File: src/rtl/binary_heap_priority_queue_top_assert.svh
// Assertion macros shared by the priority queue RTL.
// They expect clk and arst_n in the scope where they are used.
`ifndef BINARY_HEAP_PRIORITY_QUEUE_TOP_ASSERT_SVH
`define BINARY_HEAP_PRIORITY_QUEUE_TOP_ASSERT_SVH
`ifndef SYNTHESIS
`define BHPQ_ASSERT(label, prop, msg) \
	label: assert property (@(posedge clk) disable iff (!arst_n) prop) else $error(msg);
`define BHPQ_ASSERT_NEXT(label, ante, cons, msg) \
	`BHPQ_ASSERT(label, (ante) |=> (cons), msg)
`else
`define BHPQ_ASSERT(label, prop, msg)
`define BHPQ_ASSERT_NEXT(label, ante, cons, msg)
`endif
`endif

File: src/rtl/bhpq_cmp.sv
// Shared key comparator: above is high when key a must sit closer to the root than key b.
module bhpq_cmp #(
	parameter int KEY_WIDTH = 32
) (
	input  logic [KEY_WIDTH-1:0] a,
	input  logic [KEY_WIDTH-1:0] b,
	input  logic                 min_first,
	output logic                 above
);

	assign above = min_first ? (a < b) : (a > b);

endmodule

File: config.mk
export PLATFORM = sky130hd
export DESIGN_NAME = bhpq_cmp
export DESIGN_NICKNAME = d
export VERILOG_FILES = /design/src/rtl/binary_heap_priority_queue_top_assert.svh /design/src/rtl/bhpq_cmp.sv
export SDC_FILE = /design/constraint.sdc
export NUM_CORES = 1
export LEC_CHECK = 0
export BUFFER_PORTS_ARGS = -buffer_cell sky130_fd_sc_hd__buf_2
export CAP_MARGIN = 20
export CELL_PAD_IN_SITES_DETAIL_PLACEMENT = 0
export CELL_PAD_IN_SITES_GLOBAL_PLACEMENT = 1
export CORE_MARGIN = 4
export CORE_UTILIZATION = 29
export DETAILED_ROUTE_END_ITERATION = 8
export MAX_ROUTING_LAYER = met4
export PLACE_DENSITY_LB_ADDON = 0.1
export RECOVER_POWER = 25
export SLEW_MARGIN = 25
export SYNTH_ARGS = -nofsm -noshare
export SYNTH_HDL_FRONTEND = slang
export SYNTH_SLANG_ARGS = --single-unit
File: constraint.sdc
create_clock -name vclk -period 3.05
set_clock_uncertainty 0.05 [all_clocks]
set_input_delay 0.305 -clock vclk [all_inputs]
set_output_delay 0.305 -clock vclk [all_outputs]
set_load 0.03 [all_outputs]
==> impl_metrics.py <==
metrics = {
    "critical_path": {
        "required_ns": 2.69,
        "critPathLaunchType": "primary input",
        "crit_chain": "buf_2 > inv_1 > ha_1 > nand4_1 > or4_1 > o21ai_0 > mux2_1 > buf_2",
        "crit_family": "simple AND/OR/NAND/NOR gates",
        "crit_buf_inv": 3,
        "crit_path_max_fanout": 5,
        "crit_slowest_cell": "or4_1",
        "cp_slowest_stage_delay_ns": 0.50,
        "critPathArrivalTime_ns": 2.15,
        "worst_setup_path_end_kind": "output port",
        "worstSetupPathType": "primary input to output port",
        "cp_common_cell": "buf_2",
    },
    "power": {
        "power_frac_clock": 0,
        "pwr-share-seq": 0,
        "ir_worst_vdd_v": 0.0000504,
        "p_per_area_mw_per_mm2": 115,
        "pwr-share-comb": 1.000,
        "p_leak_nw": 0.772,
        "power.internal_mw": 0.0724,
        "switching_share": 0.470,
        "switchingPower_mw": 0.0642,
    },
    "cts": {
        "cts_resized": 0,
        "cts_hold_buf": 0,
        "post_cts_buffers": 0,
    },
    "cells_and_area": {
        "clkbuf_count": 0,
        "instances_no_fill": 213,
        "areaGrowthSynthToFinish_pct": 45.1,
        "fill_cells": 281,
        "layout-drive-gt1-share": 0.366,
        "seq_area_um2": 0,
        "mostFrequentLayoutCell": "buf_2",
        "layout_common_cells": "buf_2 (66), inv_1 (33), ha_1 (32)",
        "final_nets": 282,
        "num_antenna_cells": 0,
        "seq_cell_count": 0,
    },
    "drt": {
        "firstDrtPassIters": 2,
        "vias": 960,
        "drc": 0,
        "via_per_inst": 4.51,
        "antenna_left": 0,
        "drt-total-wl_mm": 2.04,
        "wl_per_cell_um": 9.56,
        "initialDrtViolationCount": 10,
    },
    "timing": {
        "final.setup.tns_ns": 0,
        "period_share": 0.821,
        "finalMaxSlewViolations": 0,
        "finalHoldViolCount": 0,
        "grt_setup_unrepaired": "false",
        "tightest_slew_ns": 0.357,
        "finalSetupViolCount": 0,
        "fmax_mhz": 399,
        "fin_ws_ns": 0.545,
        "min_period_ns": 2.50,
        "slew-limit-headroom": 0.760,
    },
    "global_route": {
        "grt_pass1_wl_mm": 3.28,
        "antenna_found_initial": 0,
        "grt-ovfl-total": 0,
        "grt_usage": 0.110,
        "first_global_vias": 943,
        "grt_max_degree": 6,
    },
    "synthesis": {
        "synth_area_um2": 816,
        "ys_types": 18,
        "synthesis.nets": 214,
        "postSynthAreaPerCell_um2": 6.97,
        "syn_inst": 117,
        "ys_seq_area_frac": 0,
        "ys_warn_count": 0,
    },
    "placed_design": {
        "io_buffers": 66,
        "place_hpwl_mm": 1.99,
        "numPlacedInstances": 213,
        "place_ws_ns": 0.562,
        "gp_congestion": 0.662,
    },
    "floorplan": {
        "fp.coreArea_mm2": 0.00259,
        "die_h_um": 61.0,
        "die_area_mm2": 0.00373,
        "rows": 18,
        "ios": 66,
        "start_util": 0.315,
        "die-width_um": 61.0,
    },
    "hold_path": {
        "worstHoldEndpoint": "above",
        "worst_hold_startpoint": "min_first",
        "hp-class": "primary input to output port",
        "whs_path_depth": 3,
    },
    "run_status": {
        "status": "completed",
    },
    "run": {
        "drv_cap": 0,
    },
}
## metrics by stage
| step | cell area, um^2 | util | power, mW | hold WS, ns |
|---|---|---|---|---|
| final | 1180 | 0.457 | 0.137 | 0.966 |
| after global routing | 1180 | 0.457 | 0.162 | 0.999 |
| after CTS | 1180 | 0.457 | 0.140 | 0.974 |
| after detailed placement | 1180 | 0.457 | 0.139 | 0.970 |
| after global placement | 1180 | 0.457 | 0.136 | 0.965 |
| after floorplan | 816 | - | 0.0793 | 0.829 |
## worst min-delay path, delay by kind of cell
family / cells / cell delay [ns]
muxes: 1 / 0.13
buffers and inverters: 2 / 0.28
## cells by family (layout without fill, tap and decap cells)
kind of cell / after synthesis / in the layout / synth area share
buffers and inverters: 33 / 99 / 0.152
adder cells (fa/ha/maj): 32 / 32 / 0.491
AND/OR/NAND/NOR: 25 / 25 / 0.152
AO/OA/AOI/OAI: 26 / 26 / 0.192
multiplexers: 1 / 1 / 0.0138
## power by group through the flow
stage	clock [mW]	combinational [mW]	sequential [mW]
5_1_grt	0	0.162	0
3_3_place_gp	0	0.136	0
3_5_place_dp	0	0.139	0
2_1_floorplan	0	0.0793	0
6_report	0	0.137	0
4_1_cts	0	0.140	0
## Yosys cell counts
cell,number,share of area
ha_1,32,0.49
a21oi_1,14,0.086
a211oi_2,1,0.015
nor3_1,1,0.0061
nor4_1,2,0.015
a211oi_1,1,0.0092
inv_1,33,0.15
or4_1,1,0.0092
nand4_1,6,0.046
mux2_1,1,0.014
nor2_1,3,0.014
nand2_1,8,0.037
a221o_1,2,0.025
o21ai_0,4,0.025
nand3_1,4,0.025
a31oi_1,1,0.0077
o21ai_1,1,0.0061
a21o_1,2,0.018
## layout make-up
class,count,area (um^2),area share
multi-input combinational,84,692,0.585
timing repair buffer,66,330,0.279
inverter,33,124,0.105
tap,30,37.5,0.0317
## worst max-delay path by stage
stage / start / endpoint / depth (start not counted)
floorplan: b[27] / above / 6
global placement: a[14] / above / 9
detailed placement: b[14] / above / 9
CTS: b[14] / above / 9
global route: b[14] / above / 9
finish: b[30] / above / 8
## routing by layer
metal | wire length, um | vias up | track usage
li1 | - | 545 | -
met1 | 757 | 384 | 0.114
met2 | 1110 | 31 | 0.239
met3 | 169 | 0 | 0
met4 | 0 | 0 | 0
met5 | 0 | - | -
Power figures use the tool's default switching activity.
